<file path="src/rtl/core/pcd_pkg.sv">
package pcd_pkg;

  // Frame phase of the front end
  typedef enum logic [3:0] {
    PH_HUNT0   = 4'd0,
    PH_HUNT1   = 4'd1,
    PH_HUNT2   = 4'd2,
    PH_HUNT3   = 4'd3,
    PH_TYPE    = 4'd4,
    PH_LEN_HI  = 4'd5,
    PH_LEN_LO  = 4'd6,
    PH_PAYLOAD = 4'd7,
    PH_CRC_HI  = 4'd8,
    PH_CRC_LO  = 4'd9
  } phase_t;

  typedef enum logic [1:0] {
    KIND_ID   = 2'd0,
    KIND_ENC  = 2'd1,
    KIND_FILE = 2'd2
  } kind_t;

  typedef enum logic [1:0] {
    SEC_NONCE  = 2'd0,
    SEC_CIPHER = 2'd1,
    SEC_TAG    = 2'd2
  } section_t;

  typedef enum logic [1:0] {
    ST_NONE     = 2'd0,
    ST_GOOD     = 2'd1,
    ST_BAD_LEN  = 2'd2,
    ST_CRC_FAIL = 2'd3
  } status_t;

  // Work the back end does for one classified byte
  typedef enum logic [2:0] {
    OP_NONE    = 3'd0,
    OP_SEED    = 3'd1,
    OP_ADD     = 3'd2,
    OP_PAYLOAD = 3'd3,
    OP_CRC_HI  = 3'd4,
    OP_CRC_LO  = 3'd5,
    OP_BAD_LEN = 3'd6
  } op_t;

  // Configuration register indexes
  typedef enum logic [2:0] {
    REG_PREAMBLE   = 3'd0,
    REG_TYPE_ID    = 3'd1,
    REG_TYPE_ENC   = 3'd2,
    REG_TYPE_FILE  = 3'd3,
    REG_MAX_ID     = 3'd4,
    REG_MAX_SEALED = 3'd5,
    REG_CRC_SEED   = 3'd6
  } reg_idx_t;

  typedef struct packed {
    op_t         op;
    logic [7:0]  data;
    logic [15:0] index;
    section_t    section;
    kind_t       kind;
  } item_t;

  typedef struct packed {
    logic [31:0] preamble_word;
    logic [7:0]  type_key_id;
    logic [7:0]  type_encrypted;
    logic [7:0]  type_file;
    logic [6:0]  max_id_length;
    logic [15:0] max_sealed_length;
    logic [15:0] crc_seed;
  } cfg_t;

  localparam int QUEUE_DEPTH = 2;
  localparam int QPTR_W      = $clog2(QUEUE_DEPTH);
  localparam int QCNT_W      = $clog2(QUEUE_DEPTH + 1);

  localparam logic [15:0] CRC_POLY = 16'h1021;

  // CRC-16/CCITT, one byte, MSB first
  function automatic logic [15:0] crc_byte(input logic [15:0] crc_in,
                                           input logic [7:0]  b);
    logic [15:0] c;
    c = crc_in ^ {b, 8'h00};
    for (int i = 0; i < 8; i++) begin
      if (c[15]) begin
        c = {c[14:0], 1'b0} ^ CRC_POLY;
      end else begin
        c = {c[14:0], 1'b0};
      end
    end
    return c;
  endfunction

endpackage

</file>
<file path="src/rtl/core/preamble_crc_frame_deframer.sv">
// Byte-serial frame deframer. Each received byte on the in_ channel yields
// exactly one result on the out_ channel, one per clock when unstalled. The
// block hunts for the four-byte preamble (preamble_word, first byte in bits
// 31..24), reads a type byte, a big-endian 16-bit length, the payload and a
// big-endian CRC-16/CCITT (poly 0x1021, seeded from crc_seed at the type
// byte, no final xor) over type, length and payload. Payload bytes come out
// with their index, section (nonce/id, ciphertext, tag) and frame kind;
// frame_done with frame_status marks the last CRC byte or a rejected length.
// A front stage tracks framing and classifies each byte, a two-entry queue
// decouples it from the back stage, which runs the CRC and owns the output
// register. A request is queued, then loaded into the output register. The
// byte-wide back-stage CRC update allows one byte per cycle unless stalled.
// Registers are written through cfg_ (index 0..6 in list order, others
// ignored) and should only change while no frame traffic is in flight.
module preamble_crc_frame_deframer #(
  parameter int NONCE_BYTES = 12,
  parameter int TAG_BYTES   = 16
) (
  input  logic        clk,
  input  logic        rst_n,

  input  logic        in_valid,
  output logic        in_stall,
  input  logic [7:0]  in_rx_byte,

  output logic        out_valid,
  input  logic        out_stall,
  output logic        out_payload_valid,
  output logic [7:0]  out_payload_byte,
  output logic [15:0] out_payload_index,
  output logic [1:0]  out_section,
  output logic [1:0]  out_frame_kind,
  output logic        out_frame_done,
  output logic [1:0]  out_frame_status,

  input  logic        cfg_valid,
  output logic        cfg_ready,
  input  logic [2:0]  cfg_index,
  input  logic [31:0] cfg_data
);

  // configuration registers
  pcd_pkg::cfg_t cfg_r;

  // handshake bookkeeping
  logic           q_full;
  logic           q_not_empty;
  logic           in_take;
  logic           out_load;
  logic           out_valid_r;
  pcd_pkg::item_t front_item;
  pcd_pkg::item_t q_head;

  assign cfg_ready = 1'b1;

  always_ff @(posedge clk) begin
    if (!rst_n) begin
      cfg_r.preamble_word     <= 32'h0000_0000;
      cfg_r.type_key_id       <= 8'd1;
      cfg_r.type_encrypted    <= 8'd2;
      cfg_r.type_file         <= 8'd3;
      cfg_r.max_id_length     <= 7'd64;
      cfg_r.max_sealed_length <= 16'd256;
      cfg_r.crc_seed          <= 16'hFFFF;
    end else if (cfg_valid && cfg_ready) begin
      case (cfg_index)
        pcd_pkg::REG_PREAMBLE:   cfg_r.preamble_word     <= cfg_data;
        pcd_pkg::REG_TYPE_ID:    cfg_r.type_key_id       <= cfg_data[7:0];
        pcd_pkg::REG_TYPE_ENC:   cfg_r.type_encrypted    <= cfg_data[7:0];
        pcd_pkg::REG_TYPE_FILE:  cfg_r.type_file         <= cfg_data[7:0];
        pcd_pkg::REG_MAX_ID:     cfg_r.max_id_length     <= cfg_data[6:0];
        pcd_pkg::REG_MAX_SEALED: cfg_r.max_sealed_length <= cfg_data[15:0];
        pcd_pkg::REG_CRC_SEED:   cfg_r.crc_seed          <= cfg_data[15:0];
        default: ;
      endcase
    end
  end

  // a request is taken whenever the queue has room
  assign in_stall = q_full;
  assign in_take  = in_valid && !q_full;

  // output register refills when empty or being drained
  assign out_load = q_not_empty && (!out_valid_r || !out_stall);

  always_ff @(posedge clk) begin
    if (!rst_n) begin
      out_valid_r <= 1'b0;
    end else if (out_load) begin
      out_valid_r <= 1'b1;
    end else if (!out_stall) begin
      out_valid_r <= 1'b0;
    end
  end

  assign out_valid = out_valid_r;

  pcd_front #(
    .NONCE_BYTES (NONCE_BYTES),
    .TAG_BYTES   (TAG_BYTES)
  ) u_front (
    .clk     (clk),
    .rst_n   (rst_n),
    .take    (in_take),
    .rx_byte (in_rx_byte),
    .cfg     (cfg_r),
    .item    (front_item)
  );

  pcd_queue u_queue (
    .clk       (clk),
    .rst_n     (rst_n),
    .push      (in_take),
    .push_item (front_item),
    .full      (q_full),
    .pop       (out_load),
    .not_empty (q_not_empty),
    .head      (q_head)
  );

  pcd_back u_back (
    .clk           (clk),
    .rst_n         (rst_n),
    .load          (out_load),
    .item          (q_head),
    .crc_seed      (cfg_r.crc_seed),
    .payload_valid (out_payload_valid),
    .payload_byte  (out_payload_byte),
    .payload_index (out_payload_index),
    .section       (out_section),
    .frame_kind    (out_frame_kind),
    .frame_done    (out_frame_done),
    .frame_status  (out_frame_status)
  );

endmodule

</file>
<file path="src/rtl/core/pcd_front.sv">
module pcd_front #(
  parameter int NONCE_BYTES = 12,
  parameter int TAG_BYTES   = 16
) (
  input  logic          clk,
  input  logic          rst_n,
  input  logic          take,
  input  logic [7:0]    rx_byte,
  input  pcd_pkg::cfg_t cfg,
  output pcd_pkg::item_t item
);

  localparam logic [15:0] SEALED_MIN = 16'(NONCE_BYTES + TAG_BYTES);
  localparam logic [15:0] NONCE_LEN  = 16'(NONCE_BYTES);
  localparam logic [15:0] TAG_LEN    = 16'(TAG_BYTES);

  pcd_pkg::phase_t phase_r, phase_nxt;
  pcd_pkg::kind_t  kind_r, kind_nxt;
  logic [15:0]     len_r, len_nxt;
  logic [15:0]     count_r, count_nxt;
  logic [15:0]     tag_start_r, tag_start_nxt;

  logic [7:0]  want;
  logic [15:0] len_full;
  logic        len_bad;
  logic [15:0] count_inc;

  always_comb begin
    case (phase_r)
      pcd_pkg::PH_HUNT0: want = cfg.preamble_word[31:24];
      pcd_pkg::PH_HUNT1: want = cfg.preamble_word[23:16];
      pcd_pkg::PH_HUNT2: want = cfg.preamble_word[15:8];
      default:           want = cfg.preamble_word[7:0];
    endcase
  end

  assign len_full  = {len_r[15:8], rx_byte};
  assign count_inc = count_r + 16'd1;

  always_comb begin
    if (kind_r == pcd_pkg::KIND_ID) begin
      len_bad = len_full > {9'd0, cfg.max_id_length};
    end else begin
      len_bad = (len_full < SEALED_MIN) || (len_full > cfg.max_sealed_length);
    end
  end

  // next state
  always_comb begin
    phase_nxt     = phase_r;
    kind_nxt      = kind_r;
    len_nxt       = len_r;
    count_nxt     = count_r;
    tag_start_nxt = tag_start_r;
    case (phase_r)
      pcd_pkg::PH_HUNT0,
      pcd_pkg::PH_HUNT1,
      pcd_pkg::PH_HUNT2,
      pcd_pkg::PH_HUNT3: begin
        phase_nxt = (rx_byte == want) ? pcd_pkg::phase_t'(phase_r + 4'd1)
                                      : pcd_pkg::PH_HUNT0;
      end
      pcd_pkg::PH_TYPE: begin
        phase_nxt = pcd_pkg::PH_LEN_HI;
        if (rx_byte == cfg.type_key_id) begin
          kind_nxt = pcd_pkg::KIND_ID;
        end else if (rx_byte == cfg.type_encrypted) begin
          kind_nxt = pcd_pkg::KIND_ENC;
        end else if (rx_byte == cfg.type_file) begin
          kind_nxt = pcd_pkg::KIND_FILE;
        end else begin
          phase_nxt = pcd_pkg::PH_HUNT0;
        end
      end
      pcd_pkg::PH_LEN_HI: begin
        len_nxt   = {rx_byte, 8'h00};
        phase_nxt = pcd_pkg::PH_LEN_LO;
      end
      pcd_pkg::PH_LEN_LO: begin
        len_nxt       = len_full;
        count_nxt     = 16'd0;
        tag_start_nxt = len_full - TAG_LEN;
        if (len_bad) begin
          phase_nxt = pcd_pkg::PH_HUNT0;
        end else if (len_full == 16'd0) begin
          phase_nxt = pcd_pkg::PH_CRC_HI;
        end else begin
          phase_nxt = pcd_pkg::PH_PAYLOAD;
        end
      end
      pcd_pkg::PH_PAYLOAD: begin
        count_nxt = count_inc;
        if (count_inc >= len_r) begin
          phase_nxt = pcd_pkg::PH_CRC_HI;
        end
      end
      pcd_pkg::PH_CRC_HI: phase_nxt = pcd_pkg::PH_CRC_LO;
      default:            phase_nxt = pcd_pkg::PH_HUNT0;
    endcase
  end

  // classified byte for the back end
  always_comb begin
    item         = '0;
    item.data    = rx_byte;
    item.op      = pcd_pkg::OP_NONE;
    item.section = pcd_pkg::SEC_NONCE;
    item.kind    = pcd_pkg::KIND_ID;
    case (phase_r)
      pcd_pkg::PH_TYPE: begin
        if (rx_byte == cfg.type_key_id || rx_byte == cfg.type_encrypted ||
            rx_byte == cfg.type_file) begin
          item.op = pcd_pkg::OP_SEED;
        end
      end
      pcd_pkg::PH_LEN_HI: begin
        item.op   = pcd_pkg::OP_ADD;
        item.kind = kind_r;
      end
      pcd_pkg::PH_LEN_LO: begin
        item.op   = len_bad ? pcd_pkg::OP_BAD_LEN : pcd_pkg::OP_ADD;
        item.kind = kind_r;
      end
      pcd_pkg::PH_PAYLOAD: begin
        item.op    = pcd_pkg::OP_PAYLOAD;
        item.kind  = kind_r;
        item.index = count_r;
        if (kind_r != pcd_pkg::KIND_ID) begin
          if (count_r < NONCE_LEN) begin
            item.section = pcd_pkg::SEC_NONCE;
          end else if (count_r >= tag_start_r) begin
            item.section = pcd_pkg::SEC_TAG;
          end else begin
            item.section = pcd_pkg::SEC_CIPHER;
          end
        end
      end
      pcd_pkg::PH_CRC_HI: begin
        item.op   = pcd_pkg::OP_CRC_HI;
        item.kind = kind_r;
      end
      pcd_pkg::PH_CRC_LO: begin
        item.op   = pcd_pkg::OP_CRC_LO;
        item.kind = kind_r;
      end
      default: item.op = pcd_pkg::OP_NONE;
    endcase
  end

  always_ff @(posedge clk) begin
    if (!rst_n) begin
      phase_r     <= pcd_pkg::PH_HUNT0;
      kind_r      <= pcd_pkg::KIND_ID;
      len_r       <= '0;
      count_r     <= '0;
      tag_start_r <= '0;
    end else if (take) begin
      phase_r     <= phase_nxt;
      kind_r      <= kind_nxt;
      len_r       <= len_nxt;
      count_r     <= count_nxt;
      tag_start_r <= tag_start_nxt;
    end
  end

endmodule

</file>
<file path="src/rtl/core/pcd_queue.sv">
module pcd_queue (
  input  logic           clk,
  input  logic           rst_n,
  input  logic           push,
  input  pcd_pkg::item_t push_item,
  output logic           full,
  input  logic           pop,
  output logic           not_empty,
  output pcd_pkg::item_t head
);

  pcd_pkg::item_t                   entry_r [pcd_pkg::QUEUE_DEPTH];
  logic [pcd_pkg::QPTR_W-1:0]       wr_ptr_r, wr_ptr_nxt;
  logic [pcd_pkg::QPTR_W-1:0]       rd_ptr_r, rd_ptr_nxt;
  logic [pcd_pkg::QCNT_W-1:0]       cnt_r, cnt_nxt;

  localparam logic [pcd_pkg::QCNT_W-1:0] FULL_CNT =
    pcd_pkg::QCNT_W'(pcd_pkg::QUEUE_DEPTH);
  localparam logic [pcd_pkg::QPTR_W-1:0] LAST_PTR =
    pcd_pkg::QPTR_W'(pcd_pkg::QUEUE_DEPTH - 1);
  localparam logic [pcd_pkg::QCNT_W-1:0] CNT_ONE  = pcd_pkg::QCNT_W'(1);

  assign full      = (cnt_r == FULL_CNT);
  assign not_empty = (cnt_r != '0);
  assign head      = entry_r[rd_ptr_r];

  always_comb begin
    wr_ptr_nxt = wr_ptr_r;
    rd_ptr_nxt = rd_ptr_r;
    cnt_nxt    = cnt_r;
    if (push) begin
      wr_ptr_nxt = (wr_ptr_r == LAST_PTR) ? '0 : wr_ptr_r + 1'b1;
    end
    if (pop) begin
      rd_ptr_nxt = (rd_ptr_r == LAST_PTR) ? '0 : rd_ptr_r + 1'b1;
    end
    if (push && !pop) begin
      cnt_nxt = cnt_r + CNT_ONE;
    end else if (pop && !push) begin
      cnt_nxt = cnt_r - CNT_ONE;
    end
  end

  always_ff @(posedge clk) begin
    if (!rst_n) begin
      wr_ptr_r <= '0;
      rd_ptr_r <= '0;
      cnt_r    <= '0;
    end else begin
      wr_ptr_r <= wr_ptr_nxt;
      rd_ptr_r <= rd_ptr_nxt;
      cnt_r    <= cnt_nxt;
    end
  end

  always_ff @(posedge clk) begin
    if (push) begin
      entry_r[wr_ptr_r] <= push_item;
    end
  end

endmodule

</file>
<file path="src/rtl/core/pcd_back.sv">
module pcd_back (
  input  logic           clk,
  input  logic           rst_n,
  input  logic           load,
  input  pcd_pkg::item_t item,
  input  logic [15:0]    crc_seed,
  output logic           payload_valid,
  output logic [7:0]     payload_byte,
  output logic [15:0]    payload_index,
  output logic [1:0]     section,
  output logic [1:0]     frame_kind,
  output logic           frame_done,
  output logic [1:0]     frame_status
);

  logic [15:0] crc_r, crc_nxt;
  logic [7:0]  crc_hi_r, crc_hi_nxt;

  logic        pv_nxt, done_nxt;
  logic [7:0]  pb_nxt;
  logic [15:0] pi_nxt;
  logic [1:0]  sec_nxt, fk_nxt, st_nxt;
  logic        pv_r, done_r;
  logic [7:0]  pb_r;
  logic [15:0] pi_r;
  logic [1:0]  sec_r, fk_r, st_r;

  always_comb begin
    crc_nxt    = crc_r;
    crc_hi_nxt = crc_hi_r;
    pv_nxt     = 1'b0;
    pb_nxt     = '0;
    pi_nxt     = '0;
    sec_nxt    = pcd_pkg::SEC_NONCE;
    fk_nxt     = item.kind;
    done_nxt   = 1'b0;
    st_nxt     = pcd_pkg::ST_NONE;
    case (item.op)
      pcd_pkg::OP_SEED: begin
        crc_nxt = pcd_pkg::crc_byte(crc_seed, item.data);
      end
      pcd_pkg::OP_ADD: begin
        crc_nxt = pcd_pkg::crc_byte(crc_r, item.data);
      end
      pcd_pkg::OP_PAYLOAD: begin
        crc_nxt = pcd_pkg::crc_byte(crc_r, item.data);
        pv_nxt  = 1'b1;
        pb_nxt  = item.data;
        pi_nxt  = item.index;
        sec_nxt = item.section;
      end
      pcd_pkg::OP_CRC_HI: begin
        crc_hi_nxt = item.data;
      end
      pcd_pkg::OP_CRC_LO: begin
        done_nxt = 1'b1;
        st_nxt   = ({crc_hi_r, item.data} == crc_r) ? pcd_pkg::ST_GOOD
                                                     : pcd_pkg::ST_CRC_FAIL;
      end
      pcd_pkg::OP_BAD_LEN: begin
        done_nxt = 1'b1;
        st_nxt   = pcd_pkg::ST_BAD_LEN;
      end
      default: fk_nxt = pcd_pkg::KIND_ID;
    endcase
  end

  always_ff @(posedge clk) begin
    if (!rst_n) begin
      crc_r    <= '0;
      crc_hi_r <= '0;
    end else if (load) begin
      crc_r    <= crc_nxt;
      crc_hi_r <= crc_hi_nxt;
    end
  end

  always_ff @(posedge clk) begin
    if (load) begin
      pv_r   <= pv_nxt;
      pb_r   <= pb_nxt;
      pi_r   <= pi_nxt;
      sec_r  <= sec_nxt;
      fk_r   <= fk_nxt;
      done_r <= done_nxt;
      st_r   <= st_nxt;
    end
  end

  assign payload_valid = pv_r;
  assign payload_byte  = pb_r;
  assign payload_index = pi_r;
  assign section       = sec_r;
  assign frame_kind    = fk_r;
  assign frame_done    = done_r;
  assign frame_status  = st_r;

endmodule

</file>
<file path="config.mk">
export PLATFORM = sky130hd
export DESIGN_NAME = preamble_crc_frame_deframer
export DESIGN_NICKNAME = d
export VERILOG_FILES = /design/src/rtl/core/pcd_pkg.sv /design/src/rtl/core/preamble_crc_frame_deframer.sv /design/src/rtl/core/pcd_front.sv /design/src/rtl/core/pcd_queue.sv /design/src/rtl/core/pcd_back.sv
export SDC_FILE = /design/constraint.sdc
export NUM_CORES = 1
export LEC_CHECK = 0
export ABC_AREA = 1
export BUFFER_PORTS_ARGS = -buffer_cell sky130_fd_sc_hd__buf_2
export CAP_MARGIN = 20
export CORE_MARGIN = 3
export CORE_UTILIZATION = 45
export CTS_CLUSTER_SIZE = 10
export DETAILED_ROUTE_END_ITERATION = 16
export HOLD_SLACK_MARGIN = 0.08
export PLACE_DENSITY_LB_ADDON = 0.1
export SLEW_MARGIN = 10
export SYNTH_ARGS = -nofsm -noshare
export SYNTH_HDL_FRONTEND = slang
export SYNTH_SLANG_ARGS = --single-unit
</file>
<file path="constraint.sdc">
create_clock -name clk -period 3.9 [get_ports clk]
set_input_delay 0.585 -clock clk [delete_from_list [all_inputs] [get_ports clk]]
set_output_delay 0.585 -clock clk [all_outputs]
set_load 0.005 [all_outputs]
</file>
==> results of run 1 <==
cell usage in the layout (no fill, tap or decap), types with 3 or more instances in the layout:
cell type	count
sky130_fd_sc_hd__xor2_1	51
sky130_fd_sc_hd__nor4_1	4
sky130_fd_sc_hd__xor2_2	9
sky130_fd_sc_hd__nand2_1	294
sky130_fd_sc_hd__inv_1	185
sky130_fd_sc_hd__o211ai_1	11
sky130_fd_sc_hd__a31oi_1	4
sky130_fd_sc_hd__inv_2	4
sky130_fd_sc_hd__nor2_2	4
sky130_fd_sc_hd__mux2i_4	6
sky130_fd_sc_hd__or2_2	10
sky130_fd_sc_hd__nand3_2	3
sky130_fd_sc_hd__o21ai_1	5
sky130_fd_sc_hd__a211oi_1	6
sky130_fd_sc_hd__dfxtp_1	178
sky130_fd_sc_hd__o21ai_2	3
sky130_fd_sc_hd__nand4_1	15
sky130_fd_sc_hd__edfxtp_1	94
sky130_fd_sc_hd__clkbuf_16	35
sky130_fd_sc_hd__xnor2_1	23
sky130_fd_sc_hd__clkbuf_8	3
sky130_fd_sc_hd__nand3b_1	3
sky130_fd_sc_hd__ha_1	63
sky130_fd_sc_hd__o21ai_0	126
sky130_fd_sc_hd__clkbuf_1	15
sky130_fd_sc_hd__buf_2	80
sky130_fd_sc_hd__nor3_1	16
sky130_fd_sc_hd__nand3_1	73
sky130_fd_sc_hd__buf_4	16
sky130_fd_sc_hd__a21oi_1	151
sky130_fd_sc_hd__xnor2_2	6
sky130_fd_sc_hd__nor2_1	208
flip-flops by register name, indices dropped and copies added, names as in the netlist, named ones only:
register / count
u_front.tag_start_r: 16
u_back.crc_hi_r: 8
u_queue.rd_ptr_r: 1
u_queue.cnt_r: 2
out_valid: 1
u_front.len_r: 16
u_front.kind_r: 2
u_front.count_r: 16
u_front.phase_r: 4
u_back.frame_kind: 2
cfg_r: 95
u_back.payload_valid: 1
u_queue.entry_r: 62
u_back.frame_done: 1
u_back.crc_r: 16
u_back.section: 2
u_queue.wr_ptr_r: 1
u_back.payload_byte: 8
u_back.frame_status: 2
u_back.payload_index: 16
synthesized netlist by cell type, types with 15 or more instances:
library cell / count / share of area
sky130_fd_sc_hd__a21oi_1: 151 / 0.055
sky130_fd_sc_hd__clkbuf_1: 51 / 0.014
sky130_fd_sc_hd__dfxtp_1: 179 / 0.26
sky130_fd_sc_hd__edfxtp_1: 94 / 0.21
sky130_fd_sc_hd__ha_1: 63 / 0.058
sky130_fd_sc_hd__inv_1: 185 / 0.051
sky130_fd_sc_hd__nand2_1: 294 / 0.081
sky130_fd_sc_hd__nand3_1: 73 / 0.027
sky130_fd_sc_hd__nand4_1: 15 / 0.0069
sky130_fd_sc_hd__nor2_1: 210 / 0.058
sky130_fd_sc_hd__nor3_1: 17 / 0.0062
sky130_fd_sc_hd__o21ai_0: 126 / 0.046
sky130_fd_sc_hd__xnor2_1: 23 / 0.015
sky130_fd_sc_hd__xor2_1: 51 / 0.033
logic make-up (layout without fill, tap and decap cells):
logic type | count (synthesis) | count (layout) | share of synthesized area
simple gates | 640 | 640 | 0.196
compound gates | 318 | 318 | 0.124
other cells | 1 | 1 | 0.000275
xor+xnor | 89 | 89 | 0.0655
fa+ha+maj | 63 | 63 | 0.0579
flops | 273 | 273 | 0.470
mux | 6 | 6 | 0.00992
buf+inv | 258 | 345 | 0.0754
critical path: stages, from the launching register on:
cell,delay [ps]
sky130_fd_sc_hd__dfxtp_1,430
sky130_fd_sc_hd__nand2_1,120
sky130_fd_sc_hd__inv_1,100
sky130_fd_sc_hd__nand4_1,140
sky130_fd_sc_hd__nor2_1,190
sky130_fd_sc_hd__nand4_1,150
sky130_fd_sc_hd__nor2_1,120
sky130_fd_sc_hd__nand2_1,90
sky130_fd_sc_hd__nor2_1,130
sky130_fd_sc_hd__nand3b_1,80
sky130_fd_sc_hd__o21ai_0,130
sky130_fd_sc_hd__ha_1,310
sky130_fd_sc_hd__a21oi_1,140
sky130_fd_sc_hd__o21ai_0,110
sky130_fd_sc_hd__a21oi_1,130
sky130_fd_sc_hd__nand3_1,90
sky130_fd_sc_hd__o21ai_0,410
sky130_fd_sc_hd__nor2_1,160
sky130_fd_sc_hd__o21ai_0,110
sky130_fd_sc_hd__a21oi_1,80
power by group:
part	switching [mW]	internal [mW]	total [mW]
Sequential	0.169	3.42	3.59
Combinational	1.47	0.837	2.30
Clock	1.18	1.71	2.90
path summary, 6_finish.rpt:
kind	start	slack, ps	endpoint	cells after the start
worst max-delay path	u_front.count_r[2]	560	u_front.phase_r[2]	19
worst min-delay path	cfg_data[30]	300	cfg_r[93]	3
worst max register to register	u_front.count_r[2]	560	u_front.phase_r[2]	19
worst min register to register	cfg_r[84]	450	cfg_r[84]	2
stage by stage:
step / util / cell area, um^2
after detailed placement: 0.484 / 14400
final: 0.518 / 15400
after global routing: 0.518 / 15400
after floorplan: - / 13600
after CTS: 0.518 / 15400
after global placement: 0.483 / 14300
layer usage:
layer | up-vias | global-route usage | share of wire
met5 | - | 0 | 0
met4 | 0 | 0.0603 | 0.025
met3 | 57 | 0.0370 | 0.053
met2 | 248 | 0.340 | 0.44
met1 | 4965 | 0.305 | 0.48
li1 | 5516 | - | -
layout make-up:
cell class,count,share of cell area
inverter,190,0.0463
clock buffer,53,0.0633
timing repair buffer,98,0.0369
sequential,273,0.416
clock inverter,4,0.00276
multi-input combinational,1117,0.403
tap,390,0.0317
==> metrics.log, run 1 <==
INFO  metric die_area = 0.0324 mm^2
INFO  metric grt.total_usage = 0.215
INFO  metric stdcell_count = 2,125
INFO  metric cts-buffers-inserted = 34
INFO  metric drc_errors = 0
INFO  metric ys_seq_elements = 273
INFO  metric io_buffer_count = 81
INFO  metric initial_core_util = 0.458
INFO  metric route.detailed.vias_per_inst = 5.08
INFO  metric power_density = 571 mW/mm^2
INFO  metric detailroute.via_count = 10.8k
INFO  metric synth_nets = 1,759
INFO  metric synth_flop_cell = sky130_fd_sc_hd__dfxtp_1
INFO  metric grt_setup_unrepaired = false
INFO  metric synth-warning-count = 0
INFO  metric grt_start_max_net_pins = 77
INFO  metric die-height = 180 um
INFO  metric cts.sinks = 273
INFO  metric first_pass_iters = 5
INFO  metric clk_pin_slew_worst_paths = 60 ps
INFO  metric skew = 12.2 ps
INFO  metric synthesis.area_per_instance = 8.26 um^2
INFO  metric clkLatencyLatePin = 510 ps
INFO  metric pre_cts_slack = 557 ps
INFO  metric post_route_ant_nets = 0
INFO  metric numPlacedInstances = 2,068
INFO  metric final_net_count = 1,825
INFO  metric final_min_period_over_clock_period = 0.856
INFO  metric antenna_found_initial = 0
INFO  metric io-pin-count = 83
INFO  metric max_clock_freq = 299 MHz
INFO  metric detail_route.wl_per_cell = 16.5 um
INFO  metric antenna-diode-count = 0
INFO  metric multi_input_logic_area = 0.00620 mm^2
INFO  metric tritoncts = yes
INFO  metric route.final.wire_length = 35,100 um
INFO  metric drt-initial-drc-count = 725
INFO  metric postCtsResizedCells = 0
INFO  metric drive_above_1_share = 0.111
INFO  metric synth_seq_area_share = 0.470
INFO  metric timing_worst_slew_pin_value = 847 ps
INFO  metric final.setup.tns = 0 ps
INFO  metric timing.setup.critical_path_class = reg -> reg
INFO  metric fill_count = 2,868
INFO  metric finalWorstPathRequiredPeriod = 3340 ps
INFO  metric finalHoldWorstSlack = 303 ps
INFO  metric total_power = 8.79 mW
INFO  metric nature_of_the_critical_path_startpoint = flop
INFO  metric setup.worst_path.end_class = flop
INFO  metric synth_area = 0.0136 mm^2
INFO  metric number_of_global_route_vias_before_repair = 10.4k
INFO  metric final_setup_violation_count = 0
INFO  metric cap_violations = 0
INFO  metric place.detailed.hpwl = 24,300 um
INFO  metric netlist_instances = 1,648
INFO  metric cp.arrival = 3720 ps
INFO  metric rows = 63
INFO  metric ctsHoldBuffers = 0
INFO  metric vdd.ir_drop.worst = 0.000349 V
INFO  metric postCtsSetupRepairBufs = 0
INFO  metric fin_ws = 560 ps
INFO  metric cts_max_level = 2
INFO  metric synth_async_sr_flop_share = 0
INFO  metric clockBufferDepth = 3
INFO  metric place_congestion = 0.876
INFO  metric timing.final.hold_violations = 0
INFO  metric grt_overflow = 0
INFO  metric timing.final.max_slew_violations = 0
INFO  metric ys_types = 50
INFO  metric synth_edf_count = 94
INFO  metric area_growth_syn_to_layout = 13.0%
INFO  metric outcome = completed
INFO  metric coreArea = 0.0297 mm^2
INFO  metric clk_root_buffer_cell = sky130_fd_sc_hd__clkbuf_16
INFO  metric grt_first_pass_wirelength = 56,600 um
INFO  metric crit_fanout = 6
INFO  metric seq_area = 0.00641 mm^2
INFO  metric crit_required = 4280 ps
INFO  metric worstHoldPathType = in -> reg
INFO  metric slew-limit-headroom = 0.433
INFO  metric die_width = 180 um
INFO  metric static-leakage-power = 6.48 nW
(Power assumes the default switching activity.)
==> run 2: changes to the inputs <==
GPL_TIMING_DRIVEN = 0   (was unset)
==> metrics.log, run 2 (synthesis results as in run 1) <==
INFO  metric outcome = completed
INFO  metric timing.final.max_slew_violations = 0 (unchanged)
INFO  metric crit_required = 4260 ps (-20 ps)
INFO  metric largest_stage_delay_on_the_critical_path = 440 ps (about the same)
INFO  metric final_common_cell = sky130_fd_sc_hd__nand2_1
INFO  metric die-height = 180 um (unchanged)
INFO  metric max_clock_freq = 285 MHz (-5.0%)
INFO  metric nature_of_the_critical_path_startpoint = flop
INFO  metric grt_setup_unrepaired = false
INFO  metric route.final.wire_length = 37,000 um (+5.3%)
INFO  metric skew = 24.4 ps (+12.2 ps)
INFO  metric dpl_cell_area = 0.0146 mm^2 (+1.4%)
INFO  metric postCtsResizedCells = 0 (unchanged)
INFO  metric die_width = 180 um (unchanged)
INFO  metric crit_fanout = 6 (unchanged)
INFO  metric drt-initial-drc-count = 745 (+2.8%)
INFO  metric fill_count = 2,906 (+1.3%)
INFO  metric coreArea = 0.0297 mm^2 (unchanged)
INFO  metric worst_hold_path.num_cells = 3 (unchanged)
INFO  metric cts_max_level = 2 (unchanged)
INFO  metric final_net_count = 1,878 (+2.9%)
INFO  metric first_pass_iters = 6 (+1)
INFO  metric area_growth_syn_to_layout = 14.6%
INFO  metric stdcell_count = 2,178 (+2.5%)
INFO  metric most-common-layout-cells = sky130_fd_sc_hd__nand2_1 (294), sky130_fd_sc_hd__nor2_1 (208), sky130_fd_sc_hd__inv_1 (184)
INFO  metric flip_flop_count_of_the_largest_register_after_layout = 95 (unchanged)
INFO  metric place_congestion = 0.901 (+2.9%)
INFO  metric worst_reg_to_reg_cells = 19 (unchanged)
INFO  metric detailroute.via_count = 11.3k (+4.8%)
INFO  metric timing_worst_slew_pin_value = 952 ps (+105 ps)
INFO  metric route.detailed.vias_per_inst = 5.19 (+2.3%)
INFO  metric reg.largest.list = cfg_r x95, u_queue.entry_r x62
INFO  metric setup.worst_path.end_class = flop
INFO  metric rows = 63 (unchanged)
INFO  metric cap_violations = 0 (unchanged)
INFO  metric grt_start_max_net_pins = 37 (-52%)
INFO  metric path_delay_family = simple AND/OR/NAND/NOR gates
INFO  metric number_of_global_route_vias_before_repair = 10.6k (+2.2%)
INFO  metric registers.top_by_ff_count = cfg_r
INFO  metric numPlacedInstances = 2,121 (+2.6%)
INFO  metric initial_core_util = 0.458 (unchanged)
INFO  metric startpoint = u_front.count_r[2]
INFO  metric post_route_ant_nets = 0 (unchanged)
INFO  metric clkLatencyLatePin = 510 ps (about the same)
INFO  metric postCtsSetupRepairBufs = 0 (unchanged)
INFO  metric tritoncts = yes
INFO  metric grt.total_usage = 0.227 (+0.0117)
INFO  metric place.detailed.hpwl = 27,300 um (+12%)
INFO  metric clk_root_buffer_cell = sky130_fd_sc_hd__clkbuf_16
INFO  metric static-leakage-power = 6.54 nW (+0.93%)
INFO  metric power_density = 574 mW/mm^2 (+0.55%)
INFO  metric finalHoldWorstSlack = 299 ps (-3.61 ps)
INFO  metric antenna-diode-count = 0 (unchanged)
INFO  metric die_area = 0.0324 mm^2 (unchanged)
INFO  metric r2r-start = u_front.count_r[2]
INFO  metric worst_hold_path.endpoint = cfg_r[81]
INFO  metric slew-limit-headroom = 0.361 (-0.0714)
INFO  metric worst_r2r_end = u_front.phase_r[2]
INFO  metric grt_overflow = 0 (unchanged)
INFO  metric clk_pin_slew_worst_paths = 60 ps (about the same)
INFO  metric grt_first_pass_wirelength = 58,800 um (+4.0%)
INFO  metric antenna_found_initial = 0 (unchanged)
INFO  metric cp.arrival = 3870 ps (+150 ps)
INFO  metric final_min_period_over_clock_period = 0.901 (+0.0448)
INFO  metric timing.setup.critical_path_class = reg -> reg
INFO  metric worstPathCellList = nand2_1, inv_1, nand4_1, nor2_1, nand4_1, nor2_1, nand2_1, nor2_1, nand3b_1, o21ai_0, ha_1, a21oi_1, o21ai_0, a21oi_1, nand3_1, o21ai_1, nor2_1, o21ai_0, a21oi_1
INFO  metric worstHoldPathType = in -> reg
INFO  metric cts.sinks = 273 (unchanged)
INFO  metric buffers_inverters_on_critical_path = 1 (unchanged)
INFO  metric worst_path_max_delay_cell = sky130_fd_sc_hd__dfxtp_1
INFO  metric io_buffer_count = 81 (unchanged)
INFO  metric final_setup_violation_count = 0 (unchanged)
INFO  metric total_power = 8.96 mW (+2.0%)
INFO  metric seq_area = 0.00641 mm^2 (about the same)
INFO  metric timing.final.hold_violations = 0 (unchanged)
INFO  metric rrSetupSlack = 390 ps (-170 ps)
INFO  metric clockBufferDepth = 3 (unchanged)
INFO  metric holdCritStartpoint = cfg_data[18]
INFO  metric drive_above_1_share = 0.108 (-0.00330)
INFO  metric cts-buffers-inserted = 34 (unchanged)
INFO  metric final.setup.tns = 0 ps (unchanged)
INFO  metric io-pin-count = 83 (unchanged)
INFO  metric stdcell_area = 0.0156 mm^2 (+1.4%)
INFO  metric drc_errors = 0 (unchanged)
INFO  metric multi_input_logic_area = 0.00621 mm^2 (+0.16%)
INFO  metric vdd.ir_drop.worst = 0.000265 V (-24%)
INFO  metric detail_route.wl_per_cell = 17.0 um (+2.8%)
INFO  metric ctsHoldBuffers = 0 (unchanged)
INFO  metric finalWorstPathRequiredPeriod = 3510 ps (+175 ps)
INFO  metric timing.critical_path.mode_cell = sky130_fd_sc_hd__nor2_1
## run 2: cell types whose count changed in the layout (fill, tap and decap cells not counted), moves of 3 or more
cell / change
sky130_fd_sc_hd__buf_2: +11
sky130_fd_sc_hd__clkbuf_1: +53
sky130_fd_sc_hd__clkbuf_16: +3
sky130_fd_sc_hd__buf_4: -12
## run 2: worst max path at each step
| stage | to | cells past startpoint |
|---|---|---|
| after floorplan | u_front.phase_r[2] | 17 |
| after global placement | u_queue.entry_r[1][6] | 3 |
| after detailed placement | u_front.phase_r[2] | 19 |
| after CTS | u_front.phase_r[2] | 19 |
| after global routing | u_front.phase_r[2] | 19 |
| final | u_front.phase_r[2] | 19 |
## run 2: metrics by stage
stage | util | setup WS (ps)
global placement | 0.488 | 283
finish | 0.525 | 386
global route | 0.525 | 46.9
CTS | 0.525 | 248
detailed placement | 0.490 | 264
floorplan | - | 1080
## run 2: power by group
| part | total [mW] | switching, mW | internal (mW) |
|---|---|---|---|
| logic | 2.42 | 1.54 | 0.881 |
| registers | 3.59 | 0.165 | 3.42 |
| clock network | 2.96 | 1.17 | 1.79 |
| total | 8.96 | 2.87 | 6.09 |
## run 2: layer usage
| layer | wire length (um) | track usage | vias up |
|---|---|---|---|
| li1 | - | - | 5640 |
| met1 | 17400 | 0.321 | 5271 |
| met2 | 16600 | 0.361 | 328 |
| met3 | 2190 | 0.0366 | 68 |
| met4 | 870 | 0.0619 | 0 |
| met5 | 0 | 0 | - |
## run 2: area by class of cell
| type | count | share of cell area |
|---|---|---|
| plain buffers | 68 | 0.0201 |
| flip-flops and latches | 273 | 0.410 |
| repair buffers | 83 | 0.0285 |
| multi-input cells | 1117 | 0.398 |
| inverters | 190 | 0.0457 |
| clock inverters | 1 | 0.000321 |
| clock buffers | 56 | 0.0659 |
| well taps | 390 | 0.0313 |
## run 2: worst min-delay path: cells and delay by family
family / cells / cell delay [ps]
buffers and inverters: 1 / 80
and+or+nand+nor: 2 / 110
